### src/hw/rtl/hs_pkg.sv
// heap_sorter package: payload types, microcode program and compare helper
package hs_pkg;

  localparam int HS_DEPTH = 64;
  localparam int HS_VW    = 32;

  typedef struct packed {
    logic signed [HS_VW-1:0] value;
    logic                    last;
  } hs_in_t;

  typedef struct packed {
    logic signed [HS_VW-1:0] sorted_value;
    logic                    end_of_batch;
    logic                    overflow;
  } hs_out_t;

  typedef logic [4:0] step_t;

  typedef enum logic [3:0] {
    OP_NOP,
    OP_COLLECT,
    OP_INIT,
    OP_BSTART,
    OP_XRD0,
    OP_XRD1,
    OP_XW0,
    OP_XW1,
    OP_SDLOAD,
    OP_CMPL,
    OP_CMPR,
    OP_WNODE,
    OP_SWAP,
    OP_OSTART,
    OP_OEMIT,
    OP_ODONE
  } hs_op_t;

  typedef enum logic [3:0] {
    C_NONE,
    C_ALWAYS,
    C_NOT_LAST_FIRE,
    C_I_ZERO,
    C_N_LE1,
    C_N_GT2,
    C_PH_BUILD,
    C_NO_LC,
    C_NO_RC,
    C_PICK_EQ_NODE,
    C_HAS_LC_PICK,
    C_EMIT_STAY
  } hs_cond_t;

  typedef struct packed {
    hs_op_t   op;
    hs_cond_t cond;
    step_t    target;
  } hs_ctrl_t;

  typedef struct packed {
    logic last_fire;
    logic i_zero;
    logic n_le1;
    logic n_gt2;
    logic ph_extract;
    logic no_lc;
    logic no_rc;
    logic pick_eq_node;
    logic has_lc_pick;
    logic out_free;
    logic k_last;
  } hs_flags_t;

  // program step addresses
  localparam step_t S_COLLECT = 5'd0;
  localparam step_t S_INIT    = 5'd1;
  localparam step_t S_BTEST   = 5'd2;
  localparam step_t S_BSTART  = 5'd3;
  localparam step_t S_XTEST   = 5'd4;
  localparam step_t S_XRD0    = 5'd5;
  localparam step_t S_XRD1    = 5'd6;
  localparam step_t S_XW0     = 5'd7;
  localparam step_t S_XW1     = 5'd8;
  localparam step_t S_SDEND   = 5'd9;
  localparam step_t S_SDBACK  = 5'd10;
  localparam step_t S_SDLOAD  = 5'd11;
  localparam step_t S_SDCMPL  = 5'd12;
  localparam step_t S_SDCMPR  = 5'd13;
  localparam step_t S_SDCHK   = 5'd14;
  localparam step_t S_SDSWAP  = 5'd15;
  localparam step_t S_SDRET   = 5'd16;
  localparam step_t S_OSTART  = 5'd17;
  localparam step_t S_OEMIT   = 5'd18;
  localparam step_t S_ODONE   = 5'd19;

  function automatic hs_ctrl_t hs_ucode(input step_t s);
    hs_ctrl_t w;
    case (s)
      S_COLLECT: w = '{OP_COLLECT, C_NOT_LAST_FIRE, S_COLLECT};
      S_INIT:    w = '{OP_INIT,    C_NONE,          S_COLLECT};
      S_BTEST:   w = '{OP_NOP,     C_I_ZERO,        S_XTEST};
      S_BSTART:  w = '{OP_BSTART,  C_ALWAYS,        S_SDLOAD};
      S_XTEST:   w = '{OP_NOP,     C_N_LE1,         S_OSTART};
      S_XRD0:    w = '{OP_XRD0,    C_NONE,          S_COLLECT};
      S_XRD1:    w = '{OP_XRD1,    C_NONE,          S_COLLECT};
      S_XW0:     w = '{OP_XW0,     C_NONE,          S_COLLECT};
      S_XW1:     w = '{OP_XW1,     C_N_GT2,         S_SDCMPL};
      S_SDEND:   w = '{OP_NOP,     C_PH_BUILD,      S_BTEST};
      S_SDBACK:  w = '{OP_NOP,     C_ALWAYS,        S_XTEST};
      S_SDLOAD:  w = '{OP_SDLOAD,  C_NO_LC,         S_SDEND};
      S_SDCMPL:  w = '{OP_CMPL,    C_NO_RC,         S_SDCHK};
      S_SDCMPR:  w = '{OP_CMPR,    C_NONE,          S_COLLECT};
      S_SDCHK:   w = '{OP_WNODE,   C_PICK_EQ_NODE,  S_SDEND};
      S_SDSWAP:  w = '{OP_SWAP,    C_HAS_LC_PICK,   S_SDCMPL};
      S_SDRET:   w = '{OP_NOP,     C_ALWAYS,        S_SDEND};
      S_OSTART:  w = '{OP_OSTART,  C_NONE,          S_COLLECT};
      S_OEMIT:   w = '{OP_OEMIT,   C_EMIT_STAY,     S_OEMIT};
      S_ODONE:   w = '{OP_ODONE,   C_ALWAYS,        S_COLLECT};
      default:   w = '{OP_NOP,     C_ALWAYS,        S_COLLECT};
    endcase
    return w;
  endfunction

  // true if a belongs above b in the heap
  function automatic logic hs_ranks_above(input logic signed [HS_VW-1:0] a,
                                          input logic signed [HS_VW-1:0] b,
                                          input logic min_heap);
    return min_heap ? (a < b) : (a > b);
  endfunction

endpackage

### src/hw/rtl/hs_seq.sv
// heap_sorter microcode sequencer: step counter, program table, branch select
module hs_seq
  import hs_pkg::*;
(
  input  logic      clk,
  input  logic      rst_n,
  input  hs_flags_t flags,
  output hs_ctrl_t  ctrl
);

  step_t step_r, step_nxt;
  logic  take;

  assign ctrl = hs_ucode(step_r);

  always_comb begin
    case (ctrl.cond)
      C_NONE:          take = 1'b0;
      C_ALWAYS:        take = 1'b1;
      C_NOT_LAST_FIRE: take = !flags.last_fire;
      C_I_ZERO:        take = flags.i_zero;
      C_N_LE1:         take = flags.n_le1;
      C_N_GT2:         take = flags.n_gt2;
      C_PH_BUILD:      take = !flags.ph_extract;
      C_NO_LC:         take = flags.no_lc;
      C_NO_RC:         take = flags.no_rc;
      C_PICK_EQ_NODE:  take = flags.pick_eq_node;
      C_HAS_LC_PICK:   take = flags.has_lc_pick;
      C_EMIT_STAY:     take = !(flags.out_free && flags.k_last);
      default:         take = 1'b1;
    endcase
    step_nxt = take ? ctrl.target : step_t'(step_r + 5'd1);
  end

  always_ff @(posedge clk) begin
    if (!rst_n) begin
      step_r <= S_COLLECT;
    end else begin
      step_r <= step_nxt;
    end
  end

endmodule

### src/hw/rtl/heap_sorter.sv
// heap_sorter top level: element store, heap datapath and output register
// While collecting, values are taken one beat per cycle into a DEPTH-entry
// store; the beat with last set closes the batch (values past DEPTH are
// dropped and flagged). The store is then heap sorted in place under a
// microcoded sequencer that uses one store read port (registered) and one
// write port; after the sort the results stream out one beat per cycle while
// the consumer takes them. No input is taken from the last beat of a batch
// until the last result of that batch has been loaded into the output
// register. The order is max heap / ascending when cfg_wdata was 0, min heap /
// descending when 1. The store has no reset; only entries of the current
// batch are read.
module heap_sorter
  import hs_pkg::*;
#(
  parameter int DEPTH = HS_DEPTH
) (
  input  logic    clk,
  input  logic    rst_n,
  input  logic    in_valid,
  output logic    in_ready,
  input  hs_in_t  in_data,
  output logic    out_valid,
  input  logic    out_ready,
  output hs_out_t out_data,
  input  logic    cfg_we,
  input  logic    cfg_wdata
);

  localparam int AW = (DEPTH > 1) ? $clog2(DEPTH) : 1;
  localparam int CW = $clog2(DEPTH + 1);
  localparam int IW = AW + 2;

  hs_ctrl_t  ctrl;
  hs_flags_t flags;

  logic signed [HS_VW-1:0] mem [DEPTH];

  logic          desc_r, min_r, ph_r, ovf_r;
  logic          desc_nxt, min_nxt, ph_nxt, ovf_nxt;
  logic [CW-1:0] cnt_r, n_r, i_r, k_r;
  logic [CW-1:0] cnt_nxt, n_nxt, i_nxt, k_nxt;
  logic [AW-1:0] node_r, pick_r;
  logic [AW-1:0] node_nxt, pick_nxt;
  logic signed [HS_VW-1:0] pv_r, bv_r, rd_r;
  logic signed [HS_VW-1:0] pv_nxt, bv_nxt;
  logic          out_valid_r, out_valid_nxt;
  hs_out_t       out_data_r, out_data_nxt;

  logic          we;
  logic [AW-1:0] waddr, raddr;
  logic signed [HS_VW-1:0] wdata;

  logic [IW-1:0] lc_node, rc_node, lc_pick, n_ext;
  logic [CW-1:0] im1, nm1, kp1;
  logic          in_fire, out_free, room;

  assign in_ready  = (ctrl.op == OP_COLLECT);
  assign in_fire   = in_valid && in_ready;
  assign out_valid = out_valid_r;
  assign out_data  = out_data_r;
  assign out_free  = !out_valid_r || out_ready;

  assign lc_node = {1'b0, node_r, 1'b1};
  assign rc_node = lc_node + IW'(1);
  assign lc_pick = {1'b0, pick_r, 1'b1};
  assign n_ext   = IW'(n_r);
  assign im1     = i_r - CW'(1);
  assign nm1     = n_r - CW'(1);
  assign kp1     = k_r + CW'(1);
  assign room    = (cnt_r < CW'(DEPTH));

  always_comb begin
    flags.last_fire    = in_fire && in_data.last;
    flags.i_zero       = (i_r == '0);
    flags.n_le1        = (n_r <= CW'(1));
    flags.n_gt2        = (n_r > CW'(2));
    flags.ph_extract   = ph_r;
    flags.no_lc        = (lc_node >= n_ext);
    flags.no_rc        = (rc_node >= n_ext);
    flags.pick_eq_node = (pick_r == node_r);
    flags.has_lc_pick  = (lc_pick < n_ext);
    flags.out_free     = out_free;
    flags.k_last       = (k_r == cnt_r - CW'(1));
  end

  hs_seq u_seq (
    .clk   (clk),
    .rst_n (rst_n),
    .flags (flags),
    .ctrl  (ctrl)
  );

  always_comb begin
    desc_nxt      = cfg_we ? cfg_wdata : desc_r;
    min_nxt       = min_r;
    ph_nxt        = ph_r;
    ovf_nxt       = ovf_r;
    cnt_nxt       = cnt_r;
    n_nxt         = n_r;
    i_nxt         = i_r;
    k_nxt         = k_r;
    node_nxt      = node_r;
    pick_nxt      = pick_r;
    pv_nxt        = pv_r;
    bv_nxt        = bv_r;
    out_data_nxt  = out_data_r;
    out_valid_nxt = out_valid_r && !out_ready;
    we            = 1'b0;
    waddr         = '0;
    wdata         = pv_r;
    raddr         = '0;
    case (ctrl.op)
      OP_COLLECT: begin
        if (in_fire) begin
          if (room) begin
            we      = 1'b1;
            waddr   = cnt_r[AW-1:0];
            wdata   = in_data.value;
            cnt_nxt = cnt_r + CW'(1);
          end else begin
            ovf_nxt = 1'b1;
          end
        end
      end
      OP_INIT: begin
        n_nxt   = cnt_r;
        i_nxt   = cnt_r >> 1;
        min_nxt = desc_r;
        ph_nxt  = 1'b0;
      end
      OP_BSTART: begin
        i_nxt    = im1;
        node_nxt = im1[AW-1:0];
        raddr    = im1[AW-1:0];
      end
      OP_SDLOAD: begin
        pv_nxt   = rd_r;
        bv_nxt   = rd_r;
        pick_nxt = node_r;
        raddr    = lc_node[AW-1:0];
      end
      OP_CMPL: begin
        if (hs_ranks_above(rd_r, bv_r, min_r)) begin
          bv_nxt   = rd_r;
          pick_nxt = lc_node[AW-1:0];
        end
        raddr = rc_node[AW-1:0];
      end
      OP_CMPR: begin
        if (hs_ranks_above(rd_r, bv_r, min_r)) begin
          bv_nxt   = rd_r;
          pick_nxt = rc_node[AW-1:0];
        end
      end
      OP_WNODE: begin
        we    = 1'b1;
        waddr = node_r;
        wdata = bv_r;
      end
      OP_SWAP: begin
        // parent value moves down; keep it for the next level
        we       = 1'b1;
        waddr    = pick_r;
        wdata    = pv_r;
        node_nxt = pick_r;
        bv_nxt   = pv_r;
        raddr    = lc_pick[AW-1:0];
      end
      OP_XRD0: begin
        raddr = '0;
      end
      OP_XRD1: begin
        bv_nxt = rd_r;
        raddr  = nm1[AW-1:0];
      end
      OP_XW0: begin
        we     = 1'b1;
        waddr  = '0;
        wdata  = rd_r;
        pv_nxt = rd_r;
      end
      OP_XW1: begin
        // old root goes to the end, heap shrinks by one
        we       = 1'b1;
        waddr    = nm1[AW-1:0];
        wdata    = bv_r;
        n_nxt    = nm1;
        node_nxt = '0;
        pick_nxt = '0;
        bv_nxt   = pv_r;
        ph_nxt   = 1'b1;
        raddr    = AW'(1);
      end
      OP_OSTART: begin
        k_nxt = '0;
        raddr = '0;
      end
      OP_OEMIT: begin
        if (out_free) begin
          out_valid_nxt             = 1'b1;
          out_data_nxt.sorted_value = rd_r;
          out_data_nxt.end_of_batch = flags.k_last;
          out_data_nxt.overflow     = ovf_r;
          k_nxt                     = kp1;
          raddr                     = kp1[AW-1:0];
        end else begin
          raddr = k_r[AW-1:0];
        end
      end
      OP_ODONE: begin
        cnt_nxt = '0;
        ovf_nxt = 1'b0;
      end
      default: begin
      end
    endcase
  end

  always_ff @(posedge clk) begin
    if (we) begin
      mem[waddr] <= wdata;
    end
    rd_r <= mem[raddr];
  end

  always_ff @(posedge clk) begin
    if (!rst_n) begin
      desc_r      <= 1'b0;
      min_r       <= 1'b0;
      ph_r        <= 1'b0;
      ovf_r       <= 1'b0;
      cnt_r       <= '0;
      n_r         <= '0;
      i_r         <= '0;
      k_r         <= '0;
      out_valid_r <= 1'b0;
    end else begin
      desc_r      <= desc_nxt;
      min_r       <= min_nxt;
      ph_r        <= ph_nxt;
      ovf_r       <= ovf_nxt;
      cnt_r       <= cnt_nxt;
      n_r         <= n_nxt;
      i_r         <= i_nxt;
      k_r         <= k_nxt;
      out_valid_r <= out_valid_nxt;
    end
  end

  always_ff @(posedge clk) begin
    node_r     <= node_nxt;
    pick_r     <= pick_nxt;
    pv_r       <= pv_nxt;
    bv_r       <= bv_nxt;
    out_data_r <= out_data_nxt;
  end

endmodule

### config.mk
export PLATFORM = sky130hd
export DESIGN_NAME = heap_sorter
export DESIGN_NICKNAME = d
export VERILOG_FILES = /design/src/hw/rtl/hs_pkg.sv /design/src/hw/rtl/hs_seq.sv /design/src/hw/rtl/heap_sorter.sv
export SDC_FILE = /design/constraint.sdc
export NUM_CORES = 2
export LEC_CHECK = 0
export BUFFER_PORTS_ARGS = -buffer_cell sky130_fd_sc_hd__buf_2
export CAP_MARGIN = 15
export CORE_AREA = 2 2 416 418
export CTS_BUF_LIST = sky130_fd_sc_hd__clkbuf_8
export CTS_CLUSTER_SIZE = 12
export DETAILED_ROUTE_END_ITERATION = 10
export DIE_AREA = 0 0 418 420
export PLACE_DENSITY = 0.69
export SLEW_MARGIN = 20
export SYNTH_ARGS = -nofsm -noshare
export SYNTH_HDL_FRONTEND = slang
export SYNTH_SLANG_ARGS = --single-unit
export TNS_END_PERCENT = 5
### constraint.sdc
create_clock -name clk -period 6 [get_ports clk]
set_input_delay 1.2 -clock clk [delete_from_list [all_inputs] [get_ports clk]]
set_output_delay 1.2 -clock clk [all_outputs]
set_load 0.01 [all_outputs]
Word-level counts from Yosys, hierarchy flattened. Memories as Yosys holds them, arrays and structs flattened. A register that Yosys moved wholly into a read port is not among the register bits. Index checks and enable logic that the tools add are counted.

$add $sub $neg: 7. $lt $le $gt $ge: 8. Eq/ne operators: 33. Multiplexer cells: 36. Reductions and logical operators: 31.

Operator list (number): $pmux 32 s3 (2); $mux 32 (3); $pmux 7 s2 (4); $eq 4x4->1 const B (12); $pmux 6 s4 (2); $pmux 6 s7 (1); $gt 32x32->1 (1); $lt 32x32->1 (1); $mux 6 (5); $eq 4x3->1 const B (7); $mux 7 (3); $sub 7x1->7 const B (3); $pmux 6 s3 (1); $eq 4x2->1 const B (4); $add 7x1->7 const B (2); $pmux 1 s11 (1); $mux 5 (2); $reduce_or 2->1 (5); $mux 1 (9); $reduce_and 3->1 (3); $add 7x1->8 const B (1); $ge 8x7->1 (1); $ne 2x2->1 const B (4); $reduce_bool 2->1 (4); 20 further kinds (34).

Bits in registers: 148. RAM bits: 2048. Bits in read-only memories: 416. Input bits: 39. Output and inout bits: 36. Logic and storage cells: 134. Memories kept: 2.

Memory list: mem (depth 64, bits a word 32, read ports 1, clocked after memory_dff 1, write ports 1, RTL line heap_sorter.sv:36) `logic signed [HS_VW-1:0] mem [DEPTH];`; (name not given) (depth 32, bits a word 13, read ports 1, clocked after memory_dff 1, write ports 0, RTL line hs_pkg.sv:98) `case (s)`.

Logic depth before layout (Yosys ltp).
Depth in word-level cells: 7. Mapped depth: 17. Gate-level depth less buffers: 17.

Modules after synthesis. Synthesis repeated with hierarchy kept, for this count alone.

Cell total of the unflattened synthesis: 5363. Area, all modules: 89604.7 um^2.

Modules (own cells, without submodules): heap_sorter (instances 1, cells an instance 5212, area an instance 88322.2 um^2); hs_seq (instances 1, cells an instance 151, area an instance 1282.5 um^2).

Worst setup path after synthesis. Ideal clock, no wire load.

Path type: register to register. From: reg bv_r[1]. To: reg bv_r[0], enable pin. Data arrival time: 4.437 ns. Required time: 5.530 ns. Slack: 1.093 ns. Stages on the path, launching flop included: 13. Clock period less this slack: 4.907 ns. Path through: edfxtp_1 inv_1 ha_1 nor2b_1 o21a_1 o21a_1 o21ai_0 a21oi_1 o41a_1 o31ai_1 mux2i_1 o21ai_0 a21boi_0.

Longest elaborated chain between the ends: 4.

RTL lines: from (decl) (RTL line heap_sorter.sv:44) `logic signed [HS_VW-1:0] pv_r, bv_r, rd_r;`; from (signal assigned) (RTL line heap_sorter.sv:254) `bv_r <= bv_nxt;`; $gt 32x32->1 / $lt 32x32->1 (equally long branches) (RTL line hs_pkg.sv:128) `return min_heap ? (a < b) : (a > b);`; $mux 1 (*) (RTL line hs_pkg.sv:128); $ne 2x1->1 (no source line) (*); $reduce_and 2->1 (no source line) (*).

Every way passes the cells marked *; elsewhere a longest branch is shown, timed or not. A chain may end at the register's enable or synchronous reset.

Worst setup path in the final report.
From: reg u_seq.ctrl[12] (netlist name). To: reg rd_r[30], read port of mem.

Longest elaborated chain between the ends: 2.

RTL lines: $eq 4x4->1 (tied with other cells) (RTL line heap_sorter.sv:112) `case (ctrl.op)`; $pmux 6 s7 (*) (RTL line heap_sorter.sv:112); to (decl) (RTL line heap_sorter.sv:44).

Marked as above.

==> flow_metrics.tcl <==
set metrics [dict create \
    status "finished, final reports clean" \
    hold_slack_ns 0.4385 \
    worst_path_max_delay_cell "dfxtp_1" \
    clockRootBuffer "clkbuf_8" \
    post_cts_resized 0 \
    hold_viol_final 0 \
    total_power_mw 44.46 \
    rsz0062_at_grt "false" \
    postCtsSetupRepairBufs 0 \
    slew_violations 0 \
    drt_first_pass_iters 9 \
    worstPathArrival_ns 5.76 \
    cts_buffer_depth 4 \
    synth_ff_type "edfxtp_1" \
    grtUsageTotal_pct 30.30 \
    place_congestion 0.9645 \
    cts_buffers 370 \
    cp_max_fo 45 \
    start_util_pct 53.64 \
    layout-drive-gt1-share_pct 13.22 \
    nNetsFinal 7065 \
    multi_input_area_um2 23440 \
    tritoncts "done" \
    h-tree-depth 5 \
    grt_remaining_overflow 0 \
    synth.top_cell.area_share_pct 70.65 \
    synth_seq_cells 2241 \
    fmax_mhz 208.3 \
    setup_viol 0 \
    rr_worst_depth 13 \
    cp_num_buf_inv 3 \
    synth_edf_count 2158 \
    drc 0 \
    synth_largest_area_cell "edfxtp_1" \
    peakVddDrop_mv 0.2597 \
    fin_setup_tns_ns 0 \
    holdPathStages 3 \
    rows 152 \
    drv_cap 0 \
    critPathRequiredTime_ns 6.97 \
    critPathLaunchType "register" \
    grt_max_degree 143 \
    synth_area_um2 91720 \
    yosysSeqAreaShare_pct 72.47 \
    final_core_util_pct 60.12 \
    antenna_found_initial 9 \
    worstHoldStart "cfg_wdata" \
    drt-vias-per-instance 6.526 \
    skew_ns 0.08384 \
    cts_num_sinks 2241 \
    reg2reg_slack_ns 1.20 \
    avgSynthCellArea_um2 13.57 \
    core_um2 171000 \
    worstMarginPinSlew_ns 1.140 \
    synth.area.top_cells "edfxtp_1 (71%), nand2_1 (5.8%), a311oi_1 (3.6%)" \
    insertion_delay_ns 1.05 \
    io_buffer_count 74 \
    ctsHoldBuffers 0 \
    p_per_area_nw_per_um2 432.5 \
    p_leak_nw 34.91 \
    syn_nets 6865 \
    drt_iter0_markers 8812 \
    grt_pass1_vias 58740 \
    vias 61690 \
    timing.rr.start "u_seq.ctrl[12]$_DFF_P_" \
    slew_headroom_pct 23.82 \
    area_growth_pct 12.08 \
    synth_cells 6760 \
    worst-path-stages 13 \
    finalCritPeriodShare_pct 80.00 \
    yosysUniqueCellTypes 83 \
    min_path_type "input port to register" \
    wl_per_cell_um 28.45 \
    wl_mm 268.9 \
    critical-path-top-delay-family "compound AO/OA/AOI/OAI gates" \
    postRouteAntennaNets 0 \
    die_h_um 420 \
    clk_pin_slew_worst_paths_ns 0.06 \
    async_flop_share_pct 0 \
    fin_crit_ns 4.800 \
    reg2reg_to "rd_r[30]$_DFF_P_" \
    io_pins 75 \
    nFillCells 12830 \
    crit_chain "nor2_1, nand3_1, o22a_2, buf_4, and2_4, buf_12, buf_4, nand2_1, a311oi_1, a311oi_1, a21oi_1, a22o_1, a221o_1" \
    fin_area_um2 102800 \
    fp.dieW_um 418 \
    grt_first_pass_wirelength_mm 391.5 \
    worstSetupPathType "register to register" \
    design.die.area_um2 175600 \
    yosysWarningCount 0 \
    placed_area_um2 96360 \
    ff_latch_area_um2 66460 \
    critPathMaxStageDelay_ns 0.78 \
    min_to "desc_r$_SDFFE_PN0P_" \
    end_kind "register" \
    place_hpwl_mm 150.3 \
]
==> metal layers <==
layer,vias up,routed length [um],global-route usage [%]
li1,26560,-,-
met1,30710,104100,42.91
met2,3820,120700,45.67
met3,600,31870,6.141
met4,2,12150,13.39
met5,-,13,0
==> synthesized netlist by cell type (all sizes together), types with 9 or more instances <==
library cell and n:
nand2 1420, and2 9, a311oi 375, mux2 34
dfxtp 83, a222oi 33, nor3 86, mux2i 13
edfxtp 2158, nor2 125, nand3 201, buf 231
xnor2 26, a221o 23, clkbuf 302, a21oi 277
nor2b 21, a211oi 398, ha 66, a311o 11
o22ai 10, a22oi 26, nand2b 12, o21ai 39
a31oi 130, inv 68, xor2 19, a22o 27
a21boi 9, a21o 12, and3 438
==> how the worst max path moves through the flow <==
stage	startpoint	endpoint	slack, ns
after detailed placement	out_ready	rd_r[3]$_DFF_P_	0.83
after CTS	u_seq.ctrl[12]$_DFF_P_	rd_r[30]$_DFF_P_	1.30
final	u_seq.ctrl[12]$_DFF_P_	rd_r[30]$_DFF_P_	1.20
after global routing	node_r[1]$_DFFE_PP_	u_seq.ctrl[9]$_DFF_P_	0.99
after floorplan	bv_r[1]$_DFFE_PP_	bv_r[0]$_DFFE_PP_	1.09
after global placement	out_ready	rd_r[30]$_DFF_P_	0.92
==> cells in the final DEF, fill, tap and decap left out, types with 35 or more instances in the layout <==
cell | synthesis | routed
o21ai_0 | 35 | 35
buf_4 | 12 | 216
a211oi_1 | 397 | 397
inv_1 | 64 | 184
clkinv_1 | 0 | 86
a311oi_1 | 375 | 375
nand3_1 | 201 | 201
nor2_4 | 1 | 67
clkbuf_8 | 0 | 383
ha_1 | 66 | 66
a31oi_1 | 130 | 130
buf_2 | 180 | 74
dfxtp_1 | 83 | 83
and3_1 | 438 | 437
nand2_1 | 1418 | 1385
nor3_1 | 84 | 83
buf_12 | 0 | 71
a21oi_1 | 277 | 274
nor2_1 | 123 | 56
edfxtp_1 | 2158 | 2158
==> cell type report <==
type / count / area share [%]
Clock inverter: 246 / 1.121
Antenna cell: 3 / 0.007303
Sequential cell: 2241 / 64.66
Tap cell: 2233 / 2.718
Inverter: 68 / 0.2483
Multi-Input combinational cell: 3918 / 22.80
Timing Repair Buffer: 361 / 3.320
Clock buffer: 383 / 5.128
==> through the flow <==
stage | setup slack (ns) | instances
after floorplan | 1.093 | 6760
after global placement | 0.9161 | 8821
after detailed placement | 0.8253 | 8821
after CTS | 1.296 | 9450
after global routing | 0.9913 | 9453
final | 1.200 | 9453
==> report_power, final <==
part / switching, mW / internal (mW)
Clock: 5.89 / 6.12
Sequential: 0.574 / 18.6
Combinational: 9.52 / 3.78
==> registers in the layout, summed over array words and instances, names as in the netlist, 5 cells and up <==
| name | cells |
|---|---|
| node_r | 6 |
| n_r | 7 |
| rd_r | 32 |
| mem | 2048 |
| u_seq.step_r | 5 |
| i_r | 7 |
| pv_r | 32 |
| u_seq.ctrl | 13 |
| pick_r | 6 |
| cnt_r | 7 |
| k_r | 7 |
| out_data | 34 |
| bv_r | 32 |
==> logic make-up (layout without fill, tap and decap cells) <==
family | Yosys count | in the layout | synth area share (%)
muxes | 47 | 47 | 0.5675
buffers and inverters | 601 | 1058 | 2.779
AOI/OAI and AO/OA | 1422 | 1422 | 11.45
and+or+nand+nor | 2338 | 2338 | 11.41
DFF | 2241 | 2241 | 72.47
xor gates and xnor gates | 45 | 45 | 0.4297
adders and majority gates | 66 | 66 | 0.9004
other | 0 | 3 | 0
==> tightest hold or removal path, cell delays in order <==
cell and delay (ns):
buf_2 0.07, mux2i_1 0.05, nor2b_1 0.10
Power figures use the tool's default switching activity.
